`src/hdl/sthr_pkg.sv`:
```
// Shared types, constants and the scan code ROM for the scancode to HID report block.
// No dependencies.
`default_nettype none

package sthr_pkg;

	localparam int KEY_SLOTS  = 6;
	localparam int CODE_LIMIT = 85;
	localparam int OUT_SLOTS  = 6;
	localparam int SLOT_IDX_W = (KEY_SLOTS > 1) ? $clog2(KEY_SLOTS) : 1;

	localparam logic [7:0] FN_BIT = 8'h08;

	typedef struct packed {
		logic [7:0] main_key;
		logic [7:0] fn_key;
		logic [7:0] fn_mod;
		logic [7:0] mod;
	} rom_entry_t;

	typedef struct packed {
		logic load_frame;
		logic decode;
		logic scan_clr;
		logic scan_step;
		logic emit;
	} cmd_t;

	typedef struct packed {
		logic parity_ok;
		logic need_scan;
		logic scan_done;
		logic out_free;
	} status_t;

	function automatic rom_entry_t code_rom(input logic [6:0] code);
		rom_entry_t e;
		e = '0;
		case (code)
			7'h01: e = '{8'h29, 8'h00, 8'h00, 8'h00};
			7'h02: e = '{8'h1E, 8'h3A, 8'h00, 8'h00};
			7'h03: e = '{8'h1F, 8'h3B, 8'h00, 8'h00};
			7'h04: e = '{8'h20, 8'h3C, 8'h00, 8'h00};
			7'h05: e = '{8'h21, 8'h3D, 8'h00, 8'h00};
			7'h06: e = '{8'h22, 8'h3E, 8'h00, 8'h00};
			7'h07: e = '{8'h23, 8'h3F, 8'h00, 8'h00};
			7'h08: e = '{8'h24, 8'h40, 8'h00, 8'h00};
			7'h09: e = '{8'h25, 8'h41, 8'h00, 8'h00};
			7'h0A: e = '{8'h26, 8'h42, 8'h00, 8'h00};
			7'h0B: e = '{8'h27, 8'h43, 8'h00, 8'h00};
			7'h0C: e = '{8'h2D, 8'h00, 8'h00, 8'h00};
			7'h0D: e = '{8'h2E, 8'h00, 8'h00, 8'h00};
			7'h0E: e = '{8'h2A, 8'h00, 8'h00, 8'h00};
			7'h0F: e = '{8'h2B, 8'h00, 8'h00, 8'h00};
			7'h10: e = '{8'h14, 8'h48, 8'h00, 8'h00};
			7'h11: e = '{8'h1A, 8'h00, 8'h00, 8'h00};
			7'h12: e = '{8'h08, 8'h00, 8'h00, 8'h00};
			7'h13: e = '{8'h15, 8'h00, 8'h00, 8'h00};
			7'h14: e = '{8'h17, 8'h00, 8'h00, 8'h00};
			7'h15: e = '{8'h1C, 8'h00, 8'h00, 8'h00};
			7'h16: e = '{8'h18, 8'h00, 8'h00, 8'h00};
			7'h17: e = '{8'h0C, 8'h00, 8'h00, 8'h00};
			7'h18: e = '{8'h12, 8'h00, 8'h00, 8'h00};
			7'h19: e = '{8'h13, 8'h46, 8'h00, 8'h00};
			7'h1A: e = '{8'h2F, 8'h31, 8'h02, 8'h00};
			7'h1B: e = '{8'h30, 8'h35, 8'h02, 8'h00};
			7'h1C: e = '{8'h28, 8'h00, 8'h00, 8'h00};
			7'h1D: e = '{8'h00, 8'h00, 8'h00, 8'h01};
			7'h1E: e = '{8'h04, 8'h00, 8'h00, 8'h00};
			7'h1F: e = '{8'h16, 8'h47, 8'h00, 8'h00};
			7'h20: e = '{8'h07, 8'h00, 8'h00, 8'h00};
			7'h21: e = '{8'h09, 8'h00, 8'h00, 8'h00};
			7'h22: e = '{8'h0A, 8'h00, 8'h00, 8'h00};
			7'h23: e = '{8'h0B, 8'h00, 8'h00, 8'h00};
			7'h24: e = '{8'h0D, 8'h00, 8'h00, 8'h00};
			7'h25: e = '{8'h0E, 8'h00, 8'h00, 8'h00};
			7'h26: e = '{8'h0F, 8'h00, 8'h00, 8'h00};
			7'h27: e = '{8'h33, 8'h00, 8'h00, 8'h00};
			7'h28: e = '{8'h34, 8'h35, 8'h00, 8'h00};
			7'h2A: e = '{8'h00, 8'h00, 8'h00, 8'h02};
			7'h2C: e = '{8'h1D, 8'h00, 8'h00, 8'h00};
			7'h2D: e = '{8'h1B, 8'h00, 8'h00, 8'h00};
			7'h2E: e = '{8'h06, 8'h00, 8'h00, 8'h00};
			7'h2F: e = '{8'h19, 8'h00, 8'h00, 8'h00};
			7'h30: e = '{8'h05, 8'h00, 8'h00, 8'h00};
			7'h31: e = '{8'h11, 8'h00, 8'h00, 8'h00};
			7'h32: e = '{8'h10, 8'h00, 8'h00, 8'h00};
			7'h33: e = '{8'h36, 8'h00, 8'h00, 8'h00};
			7'h34: e = '{8'h37, 8'h00, 8'h00, 8'h00};
			7'h35: e = '{8'h38, 8'h31, 8'h00, 8'h00};
			7'h36: e = '{8'h00, 8'h00, 8'h00, 8'h20};
			7'h38: e = '{8'h00, 8'h00, 8'h00, 8'h04};
			7'h39: e = '{8'h2C, 8'h00, 8'h00, 8'h00};
			7'h3A: e = '{8'h39, 8'h00, 8'h00, 8'h00};
			7'h48: e = '{8'h52, 8'h4A, 8'h00, 8'h00};
			7'h4B: e = '{8'h50, 8'h4B, 8'h00, 8'h00};
			7'h4D: e = '{8'h4F, 8'h4E, 8'h00, 8'h00};
			7'h50: e = '{8'h51, 8'h4D, 8'h00, 8'h00};
			7'h52: e = '{8'h49, 8'h00, 8'h00, 8'h00};
			7'h53: e = '{8'h4C, 8'h00, 8'h00, 8'h00};
			7'h54: e = '{8'h00, 8'h00, 8'h00, 8'h08};
			default: e = '0;
		endcase
		return e;
	endfunction

endpackage

`default_nettype wire

```
`src/hdl/sthr_ctrl.sv`:
```
// Controller state machine: sequences decode, slot scan and report load.
// Depends on sthr_pkg.
`default_nettype none

module sthr_ctrl (
	input  wire                clk,
	input  wire                arst_n,
	input  wire                frame_valid,
	output logic               frame_ready,
	input  sthr_pkg::status_t  status,
	output sthr_pkg::cmd_t     cmd
);

	typedef enum logic [1:0] {
		ST_IDLE,
		ST_DECODE,
		ST_SCAN,
		ST_EMIT
	} state_t;

	state_t state_q;

	assign frame_ready = (state_q == ST_IDLE);

	always_comb begin
		cmd            = '0;
		cmd.load_frame = (state_q == ST_IDLE) && frame_valid;
		cmd.decode     = (state_q == ST_DECODE);
		cmd.scan_clr   = (state_q == ST_DECODE);
		cmd.scan_step  = (state_q == ST_SCAN);
		cmd.emit       = (state_q == ST_EMIT) && status.out_free;
	end

	always_ff @(posedge clk or negedge arst_n) begin
		if (!arst_n) begin
			state_q <= ST_IDLE;
		end else begin
			case (state_q)
				ST_IDLE: begin
					if (frame_valid)
						state_q <= ST_DECODE;
				end
				ST_DECODE: begin
					if (!status.parity_ok)
						state_q <= ST_IDLE;
					else if (status.need_scan)
						state_q <= ST_SCAN;
					else
						state_q <= ST_EMIT;
				end
				ST_SCAN: begin
					if (status.scan_done)
						state_q <= ST_EMIT;
				end
				ST_EMIT: begin
					if (status.out_free)
						state_q <= ST_IDLE;
				end
				default: state_q <= ST_IDLE;
			endcase
		end
	end

endmodule

`default_nettype wire

```
`src/hdl/sthr_dp.sv`:
```
// Datapath: frame register, ROM decode, modifier and fn-layer state, key slots
// with a one-slot-per-cycle scan, and the report output register. Depends on sthr_pkg.
`default_nettype none

module sthr_dp (
	input  wire                clk,
	input  wire                arst_n,
	input  wire  [8:0]         frame_bits,
	input  sthr_pkg::cmd_t     cmd,
	output sthr_pkg::status_t  status,
	input  wire                report_ready,
	output logic               report_valid,
	output logic [7:0]         rpt_mod,
	output logic [sthr_pkg::OUT_SLOTS-1:0][7:0] rpt_slots
);

	localparam logic [sthr_pkg::SLOT_IDX_W-1:0] LAST_IDX =
		sthr_pkg::SLOT_IDX_W'(sthr_pkg::KEY_SLOTS - 1);

	logic [8:0]  frame_q;
	logic [7:0]  held_q;
	logic [7:0]  fn_q;
	logic [7:0]  key_q;
	logic        rel_q;
	logic [7:0]  slots_q [sthr_pkg::KEY_SLOTS];
	logic [sthr_pkg::SLOT_IDX_W-1:0] idx_q;
	logic        out_valid_q;
	logic [7:0]  rpt_mod_q;
	logic [sthr_pkg::OUT_SLOTS-1:0][7:0] rpt_slots_q;

	sthr_pkg::rom_entry_t entry;
	logic [6:0] code;
	logic       release_bit;
	logic       in_range;
	logic       is_fn;
	logic       is_mod;
	logic [7:0] key_d;
	logic [7:0] held_d;
	logic [7:0] fn_d;
	logic [7:0] fn_or;
	logic [7:0] cur_slot;
	logic       slot_hit;
	logic       slot_wr;
	logic [7:0] slot_wdata;

	assign code        = frame_q[6:0];
	assign release_bit = frame_q[7];
	assign entry       = sthr_pkg::code_rom(code);
	assign in_range    = ({1'b0, code} < 8'(sthr_pkg::CODE_LIMIT));
	assign is_fn       = (entry.mod == sthr_pkg::FN_BIT);
	assign is_mod      = (entry.mod != 8'h00) && !is_fn;
	assign fn_or       = fn_q | entry.fn_mod;

	always_comb begin
		key_d  = entry.main_key;
		held_d = held_q;
		fn_d   = fn_q;
		if (is_fn) begin
			fn_d = release_bit ? 8'h00 : sthr_pkg::FN_BIT;
		end else if (is_mod) begin
			held_d = release_bit ? (held_q & ~entry.mod) : (held_q | entry.mod);
		end else if (release_bit) begin
			if (fn_q != 8'h00) begin
				key_d  = entry.fn_key;
				held_d = held_q & ~(fn_q & ~sthr_pkg::FN_BIT);
			end
		end else begin
			if ((fn_q & sthr_pkg::FN_BIT) != 8'h00) begin
				key_d  = entry.fn_key;
				fn_d   = fn_or;
				held_d = held_q | (fn_or & ~sthr_pkg::FN_BIT);
			end
		end
	end

	// one slot per cycle
	assign cur_slot = slots_q[idx_q];

	always_comb begin
		if (rel_q) begin
			slot_hit   = (cur_slot == key_q);
			slot_wr    = slot_hit;
			slot_wdata = 8'h00;
		end else begin
			slot_hit   = (cur_slot == 8'h00) || (cur_slot == key_q);
			slot_wr    = (cur_slot == 8'h00);
			slot_wdata = key_q;
		end
	end

	assign status.parity_ok = ^frame_q;
	assign status.need_scan = in_range && (entry.mod == 8'h00);
	assign status.scan_done = slot_hit || (idx_q == LAST_IDX);
	assign status.out_free  = !out_valid_q || report_ready;

	always_ff @(posedge clk) begin
		if (cmd.load_frame)
			frame_q <= frame_bits;
		if (cmd.decode) begin
			key_q <= key_d;
			rel_q <= release_bit;
		end
	end

	always_ff @(posedge clk or negedge arst_n) begin
		if (!arst_n) begin
			held_q <= '0;
			fn_q   <= '0;
			idx_q  <= '0;
			for (int i = 0; i < sthr_pkg::KEY_SLOTS; i++)
				slots_q[i] <= '0;
		end else begin
			if (cmd.decode && status.parity_ok && in_range) begin
				held_q <= held_d;
				fn_q   <= fn_d;
			end
			if (cmd.scan_clr)
				idx_q <= '0;
			else if (cmd.scan_step && !status.scan_done)
				idx_q <= idx_q + sthr_pkg::SLOT_IDX_W'(1);
			if (cmd.scan_step && slot_wr)
				slots_q[idx_q] <= slot_wdata;
		end
	end

	always_ff @(posedge clk or negedge arst_n) begin
		if (!arst_n) begin
			out_valid_q <= 1'b0;
		end else begin
			if (cmd.emit)
				out_valid_q <= 1'b1;
			else if (report_ready)
				out_valid_q <= 1'b0;
		end
	end

	always_ff @(posedge clk) begin
		if (cmd.emit) begin
			rpt_mod_q <= held_q;
			for (int i = 0; i < sthr_pkg::OUT_SLOTS; i++)
				rpt_slots_q[i] <= (i < sthr_pkg::KEY_SLOTS) ? slots_q[i] : 8'h00;
		end
	end

	assign report_valid = out_valid_q;
	assign rpt_mod      = rpt_mod_q;
	assign rpt_slots    = rpt_slots_q;

endmodule

`default_nettype wire

```
`src/hdl/scancode_to_hid_report_core.sv`:
```
// Top level: keyboard frame in, HID boot report out. Depends on sthr_pkg,
// sthr_ctrl and sthr_dp.
// Sequence: the frame is decoded first; modifier keys and codes out of range go
// straight to emit, while plain keys first scan the key slots (slot scan,
// one slot per cycle). A new frame is taken only in idle, after the last one is done; a bad-parity
// frame gives no report; emit waits while a report is still pending.
// Reset: arst_n clears modifiers, fn layer, all key slots and the output valid.
`default_nettype none

module scancode_to_hid_report_core (
	input  wire        clk,
	input  wire        arst_n,
	input  wire        frame_valid,
	output logic       frame_ready,
	input  wire  [8:0] frame_bits,
	output logic       report_valid,
	input  wire        report_ready,
	output logic [7:0] modifier_byte,
	output logic [7:0] key_slot_a,
	output logic [7:0] key_slot_b,
	output logic [7:0] key_slot_c,
	output logic [7:0] key_slot_d,
	output logic [7:0] key_slot_e,
	output logic [7:0] key_slot_f
);

	sthr_pkg::cmd_t    cmd;
	sthr_pkg::status_t status;
	logic [sthr_pkg::OUT_SLOTS-1:0][7:0] rpt_slots;

	sthr_ctrl u_ctrl (
		.clk         (clk),
		.arst_n      (arst_n),
		.frame_valid (frame_valid),
		.frame_ready (frame_ready),
		.status      (status),
		.cmd         (cmd)
	);

	sthr_dp u_dp (
		.clk          (clk),
		.arst_n       (arst_n),
		.frame_bits   (frame_bits),
		.cmd          (cmd),
		.status       (status),
		.report_ready (report_ready),
		.report_valid (report_valid),
		.rpt_mod      (modifier_byte),
		.rpt_slots    (rpt_slots)
	);

	assign key_slot_a = rpt_slots[0];
	assign key_slot_b = rpt_slots[1];
	assign key_slot_c = rpt_slots[2];
	assign key_slot_d = rpt_slots[3];
	assign key_slot_e = rpt_slots[4];
	assign key_slot_f = rpt_slots[5];

endmodule

`default_nettype wire

```
`config.mk`:
```
export PLATFORM = sky130hd
export DESIGN_NAME = scancode_to_hid_report_core
export DESIGN_NICKNAME = d
export VERILOG_FILES = /design/src/hdl/sthr_pkg.sv /design/src/hdl/sthr_ctrl.sv /design/src/hdl/sthr_dp.sv /design/src/hdl/scancode_to_hid_report_core.sv
export SDC_FILE = /design/constraint.sdc
export NUM_CORES = 1
export LEC_CHECK = 0
export BUFFER_PORTS_ARGS = -buffer_cell sky130_fd_sc_hd__buf_2
export CAP_MARGIN = 20
export CELL_PAD_IN_SITES_DETAIL_PLACEMENT = 0
export CELL_PAD_IN_SITES_GLOBAL_PLACEMENT = 1
export CORE_UTILIZATION = 41
export DETAILED_ROUTE_END_ITERATION = 8
export GPL_TIMING_DRIVEN = 0
export PLACE_DENSITY = 0.77
export SLEW_MARGIN = 20
export SYNTH_ARGS = -nofsm -noshare
export SYNTH_HDL_FRONTEND = slang
export SYNTH_HIERARCHICAL = 1
export SYNTH_SLANG_ARGS = --single-unit
```
`constraint.sdc`:
```
create_clock -name clk -period 6.4 [get_ports clk]
set_input_delay 0.96 -clock clk [delete_from_list [all_inputs] [get_ports clk]]
set_output_delay 0.96 -clock clk [all_outputs]
set_load 0.05 [all_outputs]
```
* Word level (Yosys, flattened, before mapping) *
Memories as Yosys holds them, arrays and structs flattened. A register that Yosys moved wholly into a read port is not among the register bits.
Index checks and enable logic that the tools add are counted.

cells by class
  multiplexer cells = 35
  equality and inequality tests = 12
  bitwise operators = 9
  order comparisons = 3
  add/sub/neg operators = 1
  reduce and logical (&&, ||, !) cells = 29

operator list
  kind                  count
  $mux W8               18
  $bwmux W48            1
  $bmux W8 S3           1
  $demux W8 S3          1
  $or A8 B8 Y8          3
  $and A8 B8 Y8         2
  $logic_not A8 Y1      2
  $not A8 Y8            2
  $reduce_bool A8 Y1    2
  $logic_and A1 B1 Y1   9
  $reduce_xor A9 Y1     1
  $eq A8 B4 Y1 const B  1
  $eq A8 B8 Y1          1
  $mux W2               4
  $pmux W2 S4           1
  $reduce_and A4 Y1     2
  $lt A7 B7 Y1 const B  1
  $mux W7               1
  $mux W3               2
  $ne A2 B2 Y1 const B  3
  $reduce_and A3 Y1     2
  $reduce_bool A2 Y1    3
  $mux W1               5
  $eq A2 B2 Y1 const B  2
  other kinds (14)      19

storage, ports and cells
  logic and storage cells = 112
  memories kept = 1
  input bits = 13
  output and inout bits = 58
  register bits after elaboration = 144
  ROM bits = 2,560

memories
  name             depth  width  rd ports  clocked after Yosys merged registers in  write ports  RTL line        source
  (no name shown)  128    20     1         1                                        0            sthr_pkg.sv:39  case (code)

* Logic depth before layout (Yosys ltp) *
Gate-level depths: netlist (run 1).

  depth after elaboration = 12
  depth in mapped cells = 15
  depth with buffers taken out = 11

* Modules after synthesis *
Netlist (run 1), hierarchy kept.

by module, submodules not included
  module     cells each  area an instance (um^2)  times used  sequential area each (um^2)
  sthr_dp    566         6,692.7                  1           3,793.6
  sthr_ctrl  17          133.9                    1           50.0

* Least setup slack after synthesis (run 1) *
OpenSTA, ideal clock, no wires.

  kind = reg2reg
  start = reg u_ctrl.state_q[1]
  end = reg, netlist name u_dp/entry[28]
  clock period less this slack = 4,385 ps
  path slack = 2,015 ps
  setup time = 129 ps
  arrival = 4,257 ps
  path buffers = 4
  required time = 6,271 ps
  cell stages (with the launch flop) = 16
  cell sequence = dfrtp_1 nor2_1 and2_1 buf_1 mux2i_1 clkbuf_1 clkbuf_1 inv_1 ha_1 clkbuf_1 nand2_1 o21ai_0 a32oi_1 nor2_1 o311ai_0 nand2_1

RTL lines
  element                 RTL line         source
  from (decl)             sthr_ctrl.sv:21  state_t state_q;
  from (signal assigned)  sthr_ctrl.sv:36  state_q <= ST_IDLE;
  from (signal assigned)  sthr_ctrl.sv:41  state_q <= ST_DECODE;
  from (signal assigned)  sthr_ctrl.sv:45  state_q <= ST_IDLE;

==> impl_metrics.env, run 1 <==
export IMPL_period_minus_slack_ps=5080
export IMPL_synthTopCellsByArea="edfxtp_1 29%, dfrtp_1 21%, mux2_2 11%, dfxtp_1 5.6%, nand2_1 3.0%"
export IMPL_fmax_mhz=197
export IMPL_worstPathArrival_ps=5370
export IMPL_ys_flop_type="edfxtp_1"
export IMPL_grt_max_degree=59
export IMPL_reg2reg_slack_ps=1320
export IMPL_period_share=0.794
export IMPL_final_layout_size_suffix_gt1_frac=0.276
export IMPL_dpl_worst_slack_ps=994
export IMPL_vdd_drop_max_mv=0.219
export IMPL_antenna_found_initial=0
export IMPL_status="finished, final reports clean"
export IMPL_hold_viol_final=0
export IMPL_skew_ps=12.9
export IMPL_r2r_end="u_dp/entry[28]"
export IMPL_finalPower_mw=3.73
export IMPL_setup_viol=0
export IMPL_fp_dieArea_sq_um=17200
export IMPL_postCtsSetupBuffers=0
export IMPL_rsz0062_at_grt="false"
export IMPL_dieHeight_um=131
export IMPL_grt_pass1_wl_um=25900
export IMPL_dr_pass1_iters=5
export IMPL_post_synth_cell_area_avg_sq_um=11.7
export IMPL_tightest_slew_ps=719
export IMPL_place_inst=868
export IMPL_antenna_cells=0
export IMPL_postSynthCellCount=583
export IMPL_final_cell_count_no_fill=900
export IMPL_row_count=46
export IMPL_hpwlAfterDp_um=11400
export IMPL_yosysWarnings=6
export IMPL_first_global_vias=4955
export IMPL_multi_input_area_sq_um=2790
export IMPL_max_slew_margin=0.507
export IMPL_hold_class="flip-flop to flip-flop"
export IMPL_final_fill_count=1449
export IMPL_die_x_um=131
export IMPL_crit_required_ps=6680
export IMPL_worst_setup_path_end_kind="flip-flop"
export IMPL_synth_top_cell_area_share=0.295
export IMPL_cp_num_buf_inv=6
export IMPL_holdWs_ps=442
export IMPL_via_per_inst=5.51
export IMPL_critPathMostFrequentCell="clkbuf_1"
export IMPL_fin_ws_ps=1320
export IMPL_cts_tree="done"
export IMPL_synth_top_cell_by_area="edfxtp_1"
export IMPL_power_density_nw_per_um2=463
export IMPL_crit_family="buffers and inverters"
export IMPL_cts_root_buf="clkbuf_16"
export IMPL_numCtsBuffers=17
export IMPL_rr_worst_depth=15
export IMPL_synth_edf_count=67
export IMPL_p_leak_nw=3.25
export IMPL_synthesis_area_sq_um=6830
export IMPL_utilization=0.502
export IMPL_remaining_drc_errors=0
export IMPL_postRouteAntennaNets=0
export IMPL_min_path_cells=0
export IMPL_fin_nets=692
export IMPL_design_core_area_sq_um=16100
export IMPL_place_area_sq_um=7440
export IMPL_start_kind="input port"
export IMPL_synthDistinctLibCells=62
export IMPL_clk_pin_slew_ps=60
export IMPL_path_max_fanout=12
export IMPL_rr_startpoint="u_ctrl/state_q[1]"
export IMPL_vias=4963
export IMPL_setup_tns_ps=0
export IMPL_cts_max_level=4
export IMPL_hold_buffers=0
export IMPL_start_util=0.425
export IMPL_grt_util_all_layers=0.201
export IMPL_place_congestion=0.928
export IMPL_cap_violations=0
export IMPL_fin_area_sq_um=8060
export IMPL_drtIter0Drc=315
export IMPL_area_growth_pct=18.0
export IMPL_hold_path_end="u_dp/rpt_mod[4]"
export IMPL_max_stage_delay_ps=580
export IMPL_clock_latency_ps=420
export IMPL_pin_count=71
export IMPL_holdCritStartpoint="u_dp/held_q[4]"
export IMPL_grt_ovfl_total=0
export IMPL_ys_async_sr_fraction=0.403
export IMPL_ctsLongestPathBuffers=2
export IMPL_cts_resized=0
export IMPL_crit_slowest_cell="clkbuf_1"
export IMPL_worst_setup_path_type="input port to flip-flop"
export IMPL_cts_sinks=144
export IMPL_synth_seq_area_share=0.563
export IMPL_avgRoutedWirePerCell_um=17.9
export IMPL_seqCellArea_sq_um=3840
export IMPL_cp_cell_sequence="buf_2 -> and2_1 -> buf_1 -> mux2i_1 -> clkbuf_1 -> clkbuf_1 -> inv_1 -> ha_1 -> clkbuf_1 -> nand2_1 -> o21ai_0 -> a32oi_1 -> nor2_1 -> o311ai_0 -> nand2_1"
export IMPL_synth_seq_cells=144
export IMPL_wl_um=16100
export IMPL_drv_slew=0
export IMPL_port_buffers=64
## report_power, final
part	switching [mW]	internal, mW
clock	0.386	0.602
sequential	0.110	1.21
combinational	0.984	0.440
## layout by cell type, fill, tap and decap left out, types with 6 or more instances in the layout
cell type,synthesis,layout
o21ai_0,37,37
ha_1,8,8
xnor2_1,9,9
clkbuf_16,0,17
edfxtp_1,67,67
buf_4,8,9
a221oi_1,9,9
nor2_1,40,40
conb_1,1,6
a31oi_1,7,7
mux2_2,65,65
nor3_1,13,12
buf_2,2,65
clkbuf_1,25,25
nand3_1,21,21
nand2_1,55,55
dfrtp_1,58,58
inv_1,8,8
mux2i_1,14,13
a21oi_1,23,23
nor2b_1,11,11
dfxtp_1,19,19
## state kept, by name (all words and copies together) (netlist names)
| signal | flops |
|---|---|
| u_dp/rpt_mod | 8 |
| u_dp/key_q | 7 |
| u_dp/held_q | 8 |
| u_dp/slots_q | 42 |
| u_dp/fn_q | 2 |
| u_dp/report_valid | 1 |
| u_dp/idx_q | 3 |
| u_dp/rel_q | 1 |
| u_dp/frame_q | 9 |
| u_dp/entry | 19 |
| u_dp/rpt_slots | 42 |
| u_ctrl/state_q | 2 |
## cell usage after synthesis, types with 2 or more instances
| master | number |
|---|---|
| a21oi_1 | 23 |
| clkbuf_1 | 25 |
| xor2_1 | 5 |
| o22ai_1 | 3 |
| a221oi_1 | 9 |
| nor3_1 | 13 |
| inv_1 | 8 |
| dfxtp_1 | 19 |
| mux2i_1 | 14 |
| nand2_1 | 55 |
| nand2b_1 | 5 |
| o21a_1 | 3 |
| xnor2_1 | 9 |
| edfxtp_1 | 67 |
| buf_6 | 2 |
| a222oi_1 | 3 |
| and2_1 | 2 |
| buf_4 | 8 |
| nor4_1 | 5 |
| buf_1 | 2 |
| o211ai_1 | 3 |
| o21ai_0 | 37 |
| o2111ai_1 | 2 |
| buf_2 | 2 |
| nor2_1 | 40 |
| nor2b_1 | 11 |
| o221ai_1 | 2 |
| or3_1 | 5 |
| ha_1 | 8 |
| o311ai_0 | 2 |
| a22oi_1 | 4 |
| dfrtp_1 | 58 |
| o22ai_2 | 5 |
| nand3_1 | 21 |
| o31ai_1 | 2 |
| or4_1 | 2 |
| a31oi_1 | 7 |
| a211oi_1 | 3 |
| mux2_2 | 65 |
| a211o_1 | 2 |
## worst max-delay path by stage
stage                                  from        endpoint  slack (ps)  cells after the start
after floorplan           u_ctrl/state_q[1]  u_dp/entry[28]        2010                     15
final                           frame_valid  u_dp/entry[28]        1320                     15
after global placement          frame_valid  u_dp/entry[28]         980                     15
after detailed placement        frame_valid  u_dp/entry[28]         990                     15
after CTS                 u_ctrl/state_q[1]  u_dp/entry[28]        1410                     15
after global routing      u_ctrl/state_q[1]  u_dp/entry[28]         980                     15
## routing by layer
| metal | wire length (um) | track usage | vias up |
|---|---|---|---|
| met5 | 0 | 0 | - |
| met4 | 635 | 0.109 | 0 |
| met3 | 802 | 0.0403 | 42 |
| met2 | 8050 | 0.342 | 182 |
| met1 | 6650 | 0.240 | 2420 |
| li1 | - | - | 2319 |
## worst register-to-register path, delay by kind of cell (launching register included)
family / cells / cell delay (ps)
AOI/OAI and AO/OA: 3 / 690
adders and majority gates: 1 / 270
buffers and inverters: 5 / 2170
DFF: 1 / 440
muxes: 1 / 330
and+or+nand+nor: 5 / 1040
## cells by family after synthesis
group | count (synthesis) | synth area share
XOR/XNOR | 15 | 0.0213
buffers and inverters | 47 | 0.0328
adder cells (fa/ha/maj) | 8 | 0.0147
AO/OA/AOI/OAI | 117 | 0.117
multiplexers | 81 | 0.133
flip-flops | 144 | 0.563
AND/OR/NAND/NOR | 170 | 0.118
other | 1 | 0.000549
## area by class of cell
cell class,instances,area share
Buffer,39,0.0241
Clock buffer,19,0.0562
Clock inverter,13,0.0188
Inverter,8,0.00373
Multi-Input combinational cell,397,0.346
Sequential cell,144,0.477
Tap cell,216,0.0336
Timing Repair Buffer,64,0.0401
(Power assumes the default switching activity.)
==> run 2: changes to the inputs <==
- ABC_AREA: not set -> 1
- PLACE_DENSITY: 0.77 -> 0.81
- clock period: 6.4 -> 4.8 ns (I/O delays scaled with it)
==> impl_metrics.env, run 2 <==
export IMPL_status="finished, final reports clean"
export IMPL_die_x_um=133
export IMPL_drtIter0Drc=403
export IMPL_final_cell_count_no_fill=1133
export IMPL_numCtsBuffers=17
export IMPL_synth_top_cell_by_area="edfxtp_1"
export IMPL_p_int_mw=3.21
export IMPL_dr_pass1_iters=5
export IMPL_critPathCapture="u_dp/entry[25]"
export IMPL_final_layout_size_suffix_gt1_frac=0.158
export IMPL_yosysWarnings=6
export IMPL_clock_power_share=0.234
export IMPL_p_leak_nw=3.89
export IMPL_row_count=47
export IMPL_r2r_end="u_dp/entry[25]"
export IMPL_reg2reg_slack_ps=790
export IMPL_final_common_cell="nand2_1"
export IMPL_ys_flop_type="edfxtp_1"
export IMPL_worst_setup_path_end_kind="flip-flop"
export IMPL_worst_setup_path_type="flip-flop to flip-flop"
export IMPL_first_global_vias=5600
export IMPL_synthTopCellsByCount="239 x nand2_1, 82 x inv_1, 74 x nor2_1, 67 x edfxtp_1, 58 x dfrtp_1"
export IMPL_fin_ws_ps=792
export IMPL_hold_viol_final=0
export IMPL_fin_nets=922
export IMPL_switching_share=0.436
export IMPL_fmax_mhz=249
export IMPL_synthDistinctLibCells=47
export IMPL_hold_class="input port to async pin"
export IMPL_grt_util_all_layers=0.211
export IMPL_path_max_fanout=11
export IMPL_place_inst=1102
export IMPL_via_per_inst=5.09
export IMPL_cts_resized=0
export IMPL_dieHeight_um=133
export IMPL_rsz0062_at_grt="false"
export IMPL_fp_dieArea_sq_um=17700
export IMPL_synth_seq_cells=144
export IMPL_grt_ovfl_total=0
export IMPL_area_growth_pct=18.3
export IMPL_postCtsSetupBuffers=0
export IMPL_cts_max_level=4
export IMPL_period_minus_slack_ps=4010
export IMPL_place_area_sq_um=7700
export IMPL_ys_async_sr_fraction=0.403
export IMPL_wl_um=17500
export IMPL_place_congestion=0.918
export IMPL_post_synth_cell_area_avg_sq_um=8.67
export IMPL_antenna_cells=0
export IMPL_skew_ps=7.86
export IMPL_holdWs_ps=365
export IMPL_cts_tree="done"
export IMPL_period_share=0.835
export IMPL_antenna_found_initial=0
export IMPL_ctsLongestPathBuffers=2
export IMPL_postSynthCellCount=810
export IMPL_design_core_area_sq_um=16600
export IMPL_cts_sinks=144
export IMPL_start_util=0.422
export IMPL_dpl_worst_slack_ps=523
export IMPL_power_density_nw_per_um2=686
export IMPL_clock_latency_ps=420
export IMPL_utilization=0.499
export IMPL_grt_pass1_wl_um=28900
export IMPL_cts_root_buf="clkbuf_16"
export IMPL_finalPower_mw=5.70
export IMPL_clk_pin_slew_ps=60
export IMPL_fin_area_sq_um=8310
export IMPL_synth_most_common_cell="nand2_1"
export IMPL_tightest_slew_ps=929
export IMPL_synthTopCellsByArea="edfxtp_1 29%, dfrtp_1 21%, nand2_1 13%, dfxtp_1 5.4%, nand4_1 4.9%"
export IMPL_postRouteAntennaNets=0
export IMPL_synth_top_cell_area_share=0.286
export IMPL_setup_tns_ps=0
export IMPL_pin_count=71
export IMPL_rr_worst_depth=12
export IMPL_max_slew_margin=0.376
export IMPL_hpwlAfterDp_um=13100
export IMPL_drv_slew=0
export IMPL_worstPathArrival_ps=4300
export IMPL_start_kind="flip-flop"
export IMPL_cap_violations=0
export IMPL_cp_startpoint="u_ctrl/state_q[1]"
export IMPL_hold_buffers=0
export IMPL_port_buffers=64
export IMPL_remaining_drc_errors=0
export IMPL_synth_seq_area_share=0.547
export IMPL_grt_max_degree=59
export IMPL_setup_viol=0
export IMPL_combPwrFrac=0.442
export IMPL_vdd_drop_max_mv=0.320
export IMPL_power_switching_mw=2.49
export IMPL_final_cell_mix="239 x nand2_1, 82 x inv_1, 74 x nor2_1, 71 x buf_2, 67 x edfxtp_1"
export IMPL_synth_edf_count=67
export IMPL_avgRoutedWirePerCell_um=15.5
export IMPL_crit_required_ps=5090
export IMPL_synthesis_area_sq_um=7020
export IMPL_seqPwrFrac=0.324
export IMPL_rr_startpoint="u_ctrl/state_q[1]"
export IMPL_vias=5766
==> run 2: cell count changes in the layout (fill, tap and decap cells not counted), moves of 8 or more <==
| cell | previous run | this run |
|---|---|---|
| clkbuf_1 | 25 | 15 |
| mux2_2 | 65 | 0 |
| nand2_1 | 55 | 239 |
| nand4_1 | 1 | 55 |
| inv_1 | 8 | 82 |
| mux2i_1 | 13 | 1 |
| a221oi_1 | 9 | 1 |
| nand3_1 | 21 | 33 |
| nor2b_1 | 11 | 0 |
| nor2_1 | 40 | 74 |
==> run 2: power groups by stage <==
stage	sequential, mW	clock (mW)	combinational (mW)
after floorplan	2.18	0	1.51
after global placement	1.87	0	2.48
after detailed placement	1.87	0	2.50
after CTS	1.85	1.36	2.50
after global routing	1.88	1.41	2.79
final	1.85	1.33	2.52
==> run 2: how the worst min path moves through the flow <==
stage	startpoint	to	slack (ps)	cells after the start
after floorplan	arst_n	u_ctrl/state_q[0]	420	0
after global placement	u_dp/held_q[4]	u_dp/rpt_mod[4]	430	0
after detailed placement	u_dp/held_q[4]	u_dp/rpt_mod[4]	440	0
after CTS	arst_n	u_dp/fn_q[3]	410	1
after global routing	arst_n	u_dp/fn_q[3]	440	1
final	arst_n	u_dp/fn_q[3]	370	1
==> run 2: final cells by class <==
type	count	area, sq um
buffer	37	239
sequential	144	3840
clock buffer	23	478
inverter	88	333
tap	220	275
clock inverter	8	128
multi-input combinational	546	2640
timing repair buffer	67	368
fill	1565	8330
==> run 2: kinds of logic after synthesis <==
kind of cell | share of synthesized area
muxes | 0.00143
xor gates and xnor gates | 0.00873
buffers and inverters | 0.0814
other | 0.000534
DFF | 0.547
adders and majority gates | 0.0143
AOI/OAI and AO/OA | 0.0668
and+or+nand+nor | 0.280
==> run 2: critical path: stages (launching register included) <==
cell and delay (ps):
dfrtp_1 440, nor3_2 710, inv_1 170, or2_2 310, o21ai_1 470, inv_1 360, ha_1 310, o21ai_0 480
o22ai_1 200, a21oi_1 160, o31ai_1 90, nand2_1 80, o211ai_1 90
==> run 2: metal layers <==
metal	wire length, um	share of wire	GRT usage	vias up
met1	7870	0.45	0.274	2693
met3	677	0.039	0.0349	39
met2	8440	0.48	0.344	149
met5	0	0	0	-
li1	-	-	-	2885
met4	555	0.032	0.102	0
